File: src/rtl/lbc_pkg.sv
// lbc_pkg: shared types, codes and constant tables for the layer blend combiner
// used by lbc_alu and layer_blend_combiner; no dependencies
package lbc_pkg;

  localparam int MAX_LAYERS = 8;
  localparam int LAYER_W    = 8;
  localparam int COUNT_W    = 4;
  localparam int MODE_W     = 3;
  localparam int CFG_DATA_W = 4;
  localparam int ACC_W      = 16;
  localparam int IDX_W      = $clog2(MAX_LAYERS);

  // register indexes on the configuration port
  localparam logic REG_BLEND_MODE  = 1'b0;
  localparam logic REG_LAYER_COUNT = 1'b1;

  typedef enum logic [MODE_W-1:0] {
    MODE_MEAN = 3'd0,
    MODE_MAX  = 3'd1,
    MODE_MIN  = 3'd2,
    MODE_MUL  = 3'd3,
    MODE_OVL  = 3'd4
  } mode_t;

  typedef enum logic [1:0] {
    S_IDLE,
    S_STEP,
    S_DIV,
    S_OUT
  } state_t;

  typedef struct packed {
    mode_t              mode;
    logic               divide;
    logic [COUNT_W-1:0] count;
  } alu_ctl_t;

  // clamp the programmed count to 1..MAX_LAYERS
  function automatic logic [COUNT_W-1:0] eff_count(input logic [COUNT_W-1:0] lc);
    logic [COUNT_W-1:0] n;
    n = lc;
    if (n == '0) n = COUNT_W'(1);
    if (n > COUNT_W'(MAX_LAYERS)) n = COUNT_W'(MAX_LAYERS);
    return n;
  endfunction

  // unused mode codes fall back to the mean
  function automatic mode_t decode_mode(input logic [MODE_W-1:0] code);
    mode_t m;
    case (code)
      MODE_MAX: m = MODE_MAX;
      MODE_MIN: m = MODE_MIN;
      MODE_MUL: m = MODE_MUL;
      MODE_OVL: m = MODE_OVL;
      default:  m = MODE_MEAN;
    endcase
    return m;
  endfunction

  // ceil(2^16 / n): sum * recip >> 16 is the exact floor for sums below 2^11
  function automatic logic [16:0] recip(input logic [COUNT_W-1:0] n);
    logic [16:0] r;
    case (n)
      4'd2:    r = 17'd32768;
      4'd3:    r = 17'd21846;
      4'd4:    r = 17'd16384;
      4'd5:    r = 17'd13108;
      4'd6:    r = 17'd10923;
      4'd7:    r = 17'd9363;
      4'd8:    r = 17'd8192;
      default: r = 17'd65536;
    endcase
    return r;
  endfunction

endpackage

File: src/rtl/lbc_alu.sv
// lbc_alu: shared step unit, one multiplier plus add and compare
// depends on lbc_pkg
module lbc_alu (
  input  lbc_pkg::alu_ctl_t               ctl,
  input  logic [lbc_pkg::ACC_W-1:0]       acc,
  input  logic [lbc_pkg::LAYER_W-1:0]     v,
  output logic [lbc_pkg::ACC_W-1:0]       res
);

  logic [16:0] mul_x;
  logic [10:0] mul_y;
  logic [27:0] prod;
  logic [24:0] ovl_diff;
  logic        ovl_low;

  assign ovl_low  = (acc < 16'h8000);
  assign prod     = {11'b0, mul_x} * {17'b0, mul_y};
  assign ovl_diff = 25'h1000000 - {prod[23:0], 1'b0};

  always_comb begin
    mul_x = '0;
    mul_y = '0;
    res   = acc;
    if (ctl.divide) begin
      // mean: sum times reciprocal of the count, quotient stays below 2^11
      mul_x = lbc_pkg::recip(ctl.count);
      mul_y = acc[10:0];
      res   = {4'b0, prod[27:16]};
    end else begin
      case (ctl.mode)
        lbc_pkg::MODE_MAX: res = ({8'b0, v} > acc) ? {8'b0, v} : acc;
        lbc_pkg::MODE_MIN: res = ({8'b0, v} < acc) ? {8'b0, v} : acc;
        lbc_pkg::MODE_MUL: begin
          mul_x = {1'b0, acc};
          mul_y = {3'b0, v};
          res   = {8'b0, prod[15:8]};
        end
        lbc_pkg::MODE_OVL: begin
          if (ovl_low) begin
            mul_x = {1'b0, acc};
            mul_y = {3'b0, v};
            res   = prod[22:7];
          end else begin
            // screen half: 1 - 2(1-a)(1-v)
            mul_x = 17'h10000 - {1'b0, acc};
            mul_y = {2'b0, 9'h100 - {1'b0, v}};
            res   = ovl_diff[23:8];
          end
        end
        default: res = acc + {8'b0, v};
      endcase
    end
  end

endmodule

File: src/rtl/layer_blend_combiner.sv
// Layer blend combiner: folds up to eight 8-bit layer bytes into one byte by mean,
// maximum, minimum, normalized multiply or chained overlay. An item is taken when start
// is high and busy low; layers are walked one per cycle through a single shared
// multiply/add/compare unit, and after the last layer step (plus, for the mean, one
// reciprocal-multiply step) the result appears on blended_byte with done high for one
// cycle; the next item can be started in the cycle after done. The result must be
// taken in the done cycle. Configuration is written through cfg_we/cfg_index/cfg_data
// and should only change while busy is low.
// depends on lbc_pkg and lbc_alu
module layer_blend_combiner (
  input  logic                              clk,
  input  logic                              rst,
  input  logic                              cfg_we,
  input  logic                              cfg_index,
  input  logic [lbc_pkg::CFG_DATA_W-1:0]    cfg_data,
  input  logic                              start,
  output logic                              busy,
  input  logic [lbc_pkg::LAYER_W-1:0]       layer_0,
  input  logic [lbc_pkg::LAYER_W-1:0]       layer_1,
  input  logic [lbc_pkg::LAYER_W-1:0]       layer_2,
  input  logic [lbc_pkg::LAYER_W-1:0]       layer_3,
  input  logic [lbc_pkg::LAYER_W-1:0]       layer_4,
  input  logic [lbc_pkg::LAYER_W-1:0]       layer_5,
  input  logic [lbc_pkg::LAYER_W-1:0]       layer_6,
  input  logic [lbc_pkg::LAYER_W-1:0]       layer_7,
  output logic                              done,
  output logic [lbc_pkg::LAYER_W-1:0]       blended_byte
);

  logic [lbc_pkg::MODE_W-1:0]  blend_mode;
  logic [lbc_pkg::COUNT_W-1:0] layer_count;

  lbc_pkg::state_t             state, state_next;
  lbc_pkg::alu_ctl_t           ctl;
  logic [lbc_pkg::LAYER_W-1:0] layers [lbc_pkg::MAX_LAYERS];
  logic [lbc_pkg::ACC_W-1:0]   acc;
  logic [lbc_pkg::ACC_W-1:0]   alu_res;
  logic [lbc_pkg::IDX_W-1:0]   idx;
  logic [lbc_pkg::COUNT_W-1:0] count_in;
  lbc_pkg::mode_t              mode_in;
  logic                        accept;
  logic                        last_step;

  assign accept    = start && !busy;
  assign count_in  = lbc_pkg::eff_count(layer_count);
  assign mode_in   = lbc_pkg::decode_mode(blend_mode);
  assign last_step = ({1'b0, idx} == ctl.count - lbc_pkg::COUNT_W'(1));

  // configuration registers
  always_ff @(posedge clk) begin
    if (rst) begin
      blend_mode  <= lbc_pkg::MODE_MEAN;
      layer_count <= 4'd2;
    end else if (cfg_we) begin
      if (cfg_index == lbc_pkg::REG_BLEND_MODE) begin
        blend_mode <= cfg_data[lbc_pkg::MODE_W-1:0];
      end else begin
        layer_count <= cfg_data;
      end
    end
  end

  lbc_alu u_alu (
    .ctl (ctl),
    .acc (acc),
    .v   (layers[idx]),
    .res (alu_res)
  );

  always_ff @(posedge clk) begin
    if (rst) begin
      state <= lbc_pkg::S_IDLE;
    end else begin
      state <= state_next;
    end
  end

  always_comb begin
    state_next = state;
    case (state)
      lbc_pkg::S_IDLE: begin
        if (accept) begin
          if (count_in != lbc_pkg::COUNT_W'(1)) begin
            state_next = lbc_pkg::S_STEP;
          end else if (mode_in == lbc_pkg::MODE_MEAN) begin
            state_next = lbc_pkg::S_DIV;
          end else begin
            state_next = lbc_pkg::S_OUT;
          end
        end
      end
      lbc_pkg::S_STEP: begin
        if (last_step) begin
          state_next = (ctl.mode == lbc_pkg::MODE_MEAN) ? lbc_pkg::S_DIV : lbc_pkg::S_OUT;
        end
      end
      lbc_pkg::S_DIV: state_next = lbc_pkg::S_OUT;
      lbc_pkg::S_OUT: state_next = lbc_pkg::S_IDLE;
      default:        state_next = lbc_pkg::S_IDLE;
    endcase
  end

  // item capture and accumulator walk
  always_ff @(posedge clk) begin
    if (rst) begin
      ctl <= '{mode: lbc_pkg::MODE_MEAN, divide: 1'b0, count: lbc_pkg::COUNT_W'(1)};
      idx <= '0;
    end else if (accept) begin
      ctl.mode   <= mode_in;
      ctl.count  <= count_in;
      ctl.divide <= (count_in == lbc_pkg::COUNT_W'(1)) && (mode_in == lbc_pkg::MODE_MEAN);
      idx        <= lbc_pkg::IDX_W'(1);
    end else if (state == lbc_pkg::S_STEP) begin
      idx        <= idx + lbc_pkg::IDX_W'(1);
      ctl.divide <= last_step && (ctl.mode == lbc_pkg::MODE_MEAN);
    end else if (state == lbc_pkg::S_DIV) begin
      ctl.divide <= 1'b0;
    end
  end

  always_ff @(posedge clk) begin
    if (accept) begin
      layers[0] <= layer_0;
      layers[1] <= layer_1;
      layers[2] <= layer_2;
      layers[3] <= layer_3;
      layers[4] <= layer_4;
      layers[5] <= layer_5;
      layers[6] <= layer_6;
      layers[7] <= layer_7;
      // overlay holds the value as a 16-bit fraction
      acc <= (mode_in == lbc_pkg::MODE_OVL) ? {layer_0, 8'b0} : {8'b0, layer_0};
    end else if (state == lbc_pkg::S_STEP || state == lbc_pkg::S_DIV) begin
      acc <= alu_res;
    end
  end

  assign busy         = (state != lbc_pkg::S_IDLE);
  assign done         = (state == lbc_pkg::S_OUT);
  assign blended_byte = (ctl.mode == lbc_pkg::MODE_OVL) ? acc[15:8] : acc[7:0];

endmodule

File: config.mk
export PLATFORM = sky130hd
export DESIGN_NAME = layer_blend_combiner
export DESIGN_NICKNAME = d
export VERILOG_FILES = /design/src/rtl/lbc_pkg.sv /design/src/rtl/lbc_alu.sv /design/src/rtl/layer_blend_combiner.sv
export SDC_FILE = /design/constraint.sdc
export NUM_CORES = 1
export LEC_CHECK = 0
export BUFFER_PORTS_ARGS = -buffer_cell sky130_fd_sc_hd__buf_2
export CAP_MARGIN = 20
export CORE_ASPECT_RATIO = 0.5
export CORE_MARGIN = 2
export CORE_UTILIZATION = 42
export CTS_BUF_LIST = sky130_fd_sc_hd__clkbuf_8
export DETAILED_ROUTE_END_ITERATION = 10
export HOLD_SLACK_MARGIN = 0.12
export PLACE_DENSITY = 0.59
export SETUP_SLACK_MARGIN = 0.02
export SYNTH_ARGS = -nofsm -noshare
export SYNTH_HDL_FRONTEND = slang
export SYNTH_HIERARCHICAL = 1
export SYNTH_SLANG_ARGS = --single-unit
File: constraint.sdc
create_clock -name clk -period 8.4 [get_ports clk]
set_clock_uncertainty 0.2 [all_clocks]
set_input_delay 0.84 -clock clk [delete_from_list [all_inputs] [get_ports clk]]
set_output_delay 0.84 -clock clk [all_outputs]
set_load 0.05 [all_outputs]
Word-level counts from Yosys, hierarchy flattened. Memories as Yosys holds them, arrays and structs flattened. Cells that the tools add are included.

Output and inout port bits: 10. Bits in writable memories: 64. Logic and storage cells: 98. Register bits after elaboration: 36. Bits of input ports: 73. Memories kept: 1.

Reduce and logical (&&, ||, !) cells: 18. Add/subtract/negate cells: 6. Eq/ne operators: 26. $mul: 1. Bitwise gates (word level): 1. Magnitude comparators: 4. Multiplexer cells: 32.

Memories: layers (words 8, bits a word 8, rd ports 1, clocked after memory_dff 0, wr ports 8, RTL line layer_blend_combiner.sv:35) `logic [lbc_pkg::LAYER_W-1:0] layers [lbc_pkg::MAX_LAYERS];`.

Operators by type and width (count): 17-bit case mux with 7 select lines (1); 16-bit 2-to-1 mux (7); 16-bit case mux with 4 select lines (1); 17-bit 2-to-1 mux (2); 17-bit case mux with 2 select lines (1); 17-bit by 11-bit multiplier with 28-bit output (1); 1-bit by 24-bit subtractor with 24-bit output, first input constant (1); 11-bit case mux with 2 select lines (1); 17-bit by 16-bit subtractor with 17-bit output, first input constant (1); 16-bit by 8-bit adder with 16-bit output (1); 4-bit by 3-bit equality test with 1-bit output, second input constant (4); 8-bit by 16-bit greater-than comparator with 1-bit output (1); 16-bit < comparator, second input constant (1); 8-bit by 16-bit < comparator with 1-bit output (1); 3-bit by 2-bit equality test with 1-bit output, second input constant (4); 3-bit case mux with 4 select lines (1); 11-bit 2-to-1 mux (1); 3-bit equality test, second input constant (3); 1-bit 2-to-1 mux (9); 9-bit 2-to-1 mux (1); 9-bit by 8-bit subtractor with 9-bit output, first input constant (1); 4-bit by 2-bit equality test with 1-bit output, second input constant (2); 4-bit 2-to-1 mux (2); 8-bit 2-to-1 mux (1); 26 further kinds (39).

Longest topological paths before layout. An unclocked memory read counts as a cell.

Depth after elaboration: 12. Depth in mapped cells: 36. Depth with buffers taken out: 32.

Hierarchy. The synthesis kept the hierarchy.

By module, submodules not included: lbc_alu (sequential area each 0.0 µm², cells an instance 1172, times used 1, area an instance 8738.4 µm²); layer_blend_combiner (sequential area each 2802.7 µm², cells an instance 275, times used 1, area an instance 4224.1 µm²).

Least setup slack after synthesis. No wires, ideal clock.

Path type: flip-flop to flip-flop. From: register idx[0] (netlist bit). To: register acc[15] (netlist bit), data pin. Path buffers: 4. Data required time: 7.944 ns. Stages on the path, launching flop included: 34. Period minus slack after synthesis: 9.138 ns. Arrival time: 8.682 ns. Setup time: 0.256 ns. Slack: -0.738 ns. Path through: dfxtp_1 buf_2 buf_2 mux4_2 mux2_2 inv_1 ha_1 nand2_1 a21oi_1 o21ai_0 o311a_1 a21oi_1 clkbuf_1 nand2_1 fa_1 fa_1 inv_1 ha_1 fa_1 inv_1 fa_1 inv_1 ha_1 nor3b_1 a221o_1 a211oi_2 o211ai_2 or4_1 buf_2 nor4_4 nand4_1 o2111a_1 or3_1 a22o_1.

Word-level cells in the longest chain between the ends: 12. Elaborated cells on any way between the ends: 13. Classes of those cells: add/sub (3); mul (1); mux (8); memory (1).

RTL lines: start: declaration (RTL line layer_blend_combiner.sv:38) `logic [lbc_pkg::IDX_W-1:0] idx;`; start signal: assignment (RTL line layer_blend_combiner.sv:112) `idx <= lbc_pkg::IDX_W'(1);`; start signal: assignment (RTL line layer_blend_combiner.sv:114) `idx <= idx + lbc_pkg::IDX_W'(1);`; memory read 8 x 8 bit (*); 9-bit by 8-bit subtractor with 9-bit output (RTL line lbc_alu.sv:46) `mul_y = {2'b0, 9'h100 - {1'b0, v}};`; 9-bit 2-to-1 mux (RTL line lbc_alu.sv:39) `if (ovl_low) begin`; 11-bit case mux with 2 select lines (RTL line lbc_alu.sv:30) `case (ctl.mode)`; 11-bit 2-to-1 mux (RTL line lbc_alu.sv:24) `if (ctl.divide) begin`; 17-bit by 11-bit multiplier with 28-bit output (RTL line lbc_alu.sv:17) `assign prod = {11'b0, mul_x} * {17'b0, mul_y};`; 1-bit by 24-bit subtractor with 24-bit output (RTL line lbc_alu.sv:18) `assign ovl_diff = 25'h1000000 - {prod[23:0], 1'b0};`; 16-bit 2-to-1 mux (RTL line lbc_alu.sv:39); 16-bit case mux with 4 select lines (*) (RTL line lbc_alu.sv:30); 16-bit 2-to-1 mux (*) (RTL line lbc_alu.sv:24); named net alu_res (one bit) (RTL line layer_blend_combiner.sv:37) `logic [lbc_pkg::ACC_W-1:0] alu_res;`; 16-bit 2-to-1 mux (*) (RTL line layer_blend_combiner.sv:133) `end else if (state == lbc_pkg::S_STEP || state == lbc_pkg::S_DIV) begin`; 16-bit 2-to-1 mux (*) (RTL line layer_blend_combiner.sv:122) `if (accept) begin`; end signal: assignment (RTL line layer_blend_combiner.sv:132) `acc <= (mode_in == lbc_pkg::MODE_OVL) ? {layer_0, 8'b0} : {8'b0, layer_0};`; end signal: assignment (RTL line layer_blend_combiner.sv:134) `acc <= alu_res;`; end: declaration (RTL line layer_blend_combiner.sv:36) `logic [lbc_pkg::ACC_W-1:0] acc;`.

The timed path passes the listed nets; every way through them passes the cells marked *. The select of a mux whose other input is x is not followed. A chain may end at the register's enable or synchronous reset.

Worst setup path after layout.
From: register idx[0] (netlist bit). To: register acc[12] (netlist bit), data pin.

Same word-level chain as after synthesis.

==> metrics <==
mux cell area share after synthesis=roughly 4.7%; commonest non-fill, non-tap cell in the layout=buf_4; hpwl dp=between 30 and 40 mm; layout cells sized above 1=between 20% and 30%; Detailed Routing Iterations Pass 1=5; Initial Util=between 40% and 50%; synthesized area=between 10000 and 15000 µm²; GRT Total Usage=between 20% and 30%; Core Rows=45; Tmin final=8450 ps; final hold slack=277 ps; power share of the combinational group=between 80% and 90%; delay of the slowest critical-path stage=~600 ps; final period utilization=101%; failing checks=negative setup slack; clk slew on worst S/H paths=110 ps; CTS root buffer=clkbuf_8; Worst slew margin=~28%; switching pwr=0.00301 W; Post-Synthesis Cells=1447; IO Count=83; Slew @ Worst Pin=around 1100 ps; via count=roughly 12000; drt wl/cell=21.0 µm; slowest CP cell=fa_2; register area share after synthesis=between 20% and 30%; Slew Viols, Final=0; Core Box Area=30300 µm²; Layout area overhead=25.3%; critical path arrival=8500 ps; DIE AREA=~32000 µm²; CTS HTree Levels=3; DRC violations left=0; Synthesis Warnings=6; dpl cells=2056; overall routed net length=around 44 mm; first-pass GRT wire length=slightly below 70 mm; Net Sw Frac=50.4%; CTS tree=done; Setup CP Type=reg -> reg; crit end category=flop; gr ovfl total=0; largest fanout on the critical path=8; post-synthesis xor/xnor area fraction=2.71%; cell leakage power=a little over 7 nW; vias per cell=5.73; sequential share of power=a little over an eighth; syn_nets=1746; ys async rst share=0%; Finish-stage setup viols=3; WP data required=around 8500 ps; dominant synthesized flop cell=edfxtp_1; total CTS buffers=9; initial antenna violation count=0; P_int=between 0.002 and 0.003 W; Synth Area in Adders=between 20% and 30%; initial DRC count=roughly 1300; Max clock buf depth=2; PwrDens=between 300 and 400 nW/µm²; post-route ant nets=0; synthesized-area fraction occupied by and/or/nand/nor cells=about 18%; maximum vdd ir drop=0.167 mV; # diodes=0; largest family of logic cells by synthesized area=adder cells; clock power share=under 10%; Die Span Y=about 130 µm; Final Hold Vio Count=0; post-synth cell types=between 90 and 100; final cell count without fillers=~2100; synthesized area per cell=approximately 9.0 µm²; unrepaired setup endpoints after global routing=true; flops & latches, synth=100; post-synthesis compound-gate area fraction=15.3%; die width=between 200 and 300 µm; number of port buffers=82; largest net degree at the start of global routing=83; most frequent cells in the layout=buf_4, inv_1, nor2_1; most frequent CP cell=fa_1; path type of the worst min-delay path=reg -> reg; worst setup margin=-45.4 ps; vias in the first global route=roughly 12000; status=finished, violations left; CTS Sinks=100; Fmax=approximately 120 MHz; Final #Nets=approximately 2000; maxcap violations=0; clk_lat worst skew=about 380 ps; Final GP Congestion=roughly 0.96; crit start category=flop; EDFF count, synth=80
cells in the mapped netlist (10+ instances only):
| master | n | area share, % |
|---|---|---|
| o21ai_0 | 52 | 2.0 |
| mux2_2 | 16 | 1.4 |
| edfxtp_1 | 80 | 19 |
| xor2_1 | 18 | 1.2 |
| mux4_2 | 16 | 2.8 |
| ha_1 | 91 | 8.8 |
| nor2b_1 | 10 | 0.48 |
| nor3_1 | 37 | 1.4 |
| dfxtp_1 | 20 | 3.1 |
| clkbuf_1 | 49 | 1.4 |
| nor2_1 | 170 | 4.9 |
| o21a_1 | 13 | 0.75 |
| nand4_1 | 14 | 0.68 |
| o21bai_1 | 10 | 0.58 |
| nand3_1 | 27 | 1.0 |
| a21oi_1 | 81 | 3.1 |
| fa_1 | 135 | 21 |
| nand2b_1 | 23 | 1.1 |
| or3_1 | 13 | 0.63 |
| a31oi_1 | 13 | 0.63 |
| a22o_1 | 10 | 0.68 |
| nand3b_1 | 10 | 0.58 |
| xnor2_1 | 19 | 1.3 |
| inv_1 | 187 | 5.4 |
| nand2_1 | 142 | 4.1 |
stage by stage:
step / area [µm²] / setup TNS [ps] / util [%] / power (W) / setup WS (ps)
after floorplan: 13100 / 0 / - / 0.00335 / 31.8
after global placement: 15200 / -4070 / 50.1 / 0.00494 / -466
after detailed placement: 15200 / -3700 / 50.1 / 0.00498 / -443
after CTS: 15900 / 0 / 52.5 / 0.00564 / 16.6
after global routing: 16200 / -2650 / 53.5 / 0.00637 / -326
final: 16200 / -108 / 53.5 / 0.00597 / -45.4
sequential cells by signal, indices dropped and copies added, names as in the netlist:
name / count
blend_mode: 3
idx: 3
layers: 64
acc: 16
layer_count: 4
state: 2
ctl: 8
path summary, 6_finish.rpt:
path / start / endpoint / slack [ps] / cells past startpoint
hold / removal: layer_count[0] / layer_count[0] / 280 / 2
setup / recovery: idx[0] / acc[12] / -50 / 28
hold reg to reg: layer_count[0] / layer_count[0] / 280 / 2
setup reg to reg: idx[0] / acc[12] / -50 / 28
repair_timing:
| action | in CTS | in global routing |
|---|---|---|
| hold buffers | 0 | 0 |
| setup buffers | 13 | 7 |
| cloned | 2 | 0 |
| gates resized for setup | 89 | 76 |
| pin swaps | 34 | 59 |
| endpoints found under the setup margin | 12 | 16 |
cell type report:
cell class / instances / area (µm²)
flip-flops and latches: 100 / 2810
inverters: 189 / 712
clock buffers: 9 / 124
fillers: 2719 / 14100
well taps: 399 / 499
clock inverters: 7 / 77.6
repair buffers: 301 / 2250
multi-input cells: 1089 / 9780
per-layer routing:
layer / routed length [µm] / vias up / track usage, %
li1: - / 5460 / -
met1: 20200 / 5912 / 40.1
met2: 18500 / 553 / 40.8
met3: 4080 / 72 / 5.93
met4: 1160 / 0 / 8.14
met5: 0 / - / 0
logic make-up after synthesis:
kind of cell | Yosys count
buf+inv | 258
fa+ha+maj | 226
flops | 100
xor+xnor | 38
mux | 39
compound gates | 293
simple gates | 493
critical path: cells and delay by family, from the launching register on:
family / cells / cell delay [ps]
XOR/XNOR: 1 / 190
buffers and inverters: 7 / 930
AO/OA/AOI/OAI: 5 / 1620
flip-flops: 1 / 390
AND/OR/NAND/NOR: 7 / 1300
adder cells (fa/ha/maj): 6 / 2890
multiplexers: 2 / 800
power groups by stage:
stage | Clock (W) | Combinational, W | Sequential [W]
final | 0.000314 | 0.00484 | 0.000812
after detailed placement | 0 | 0.00416 | 0.000819
after global placement | 0 | 0.00413 | 0.000814
after floorplan | 0 | 0.00255 | 0.000803
after CTS | 0.000321 | 0.00450 | 0.000810
after global routing | 0.000342 | 0.00520 | 0.000824
Power figures use the tool's default switching activity.
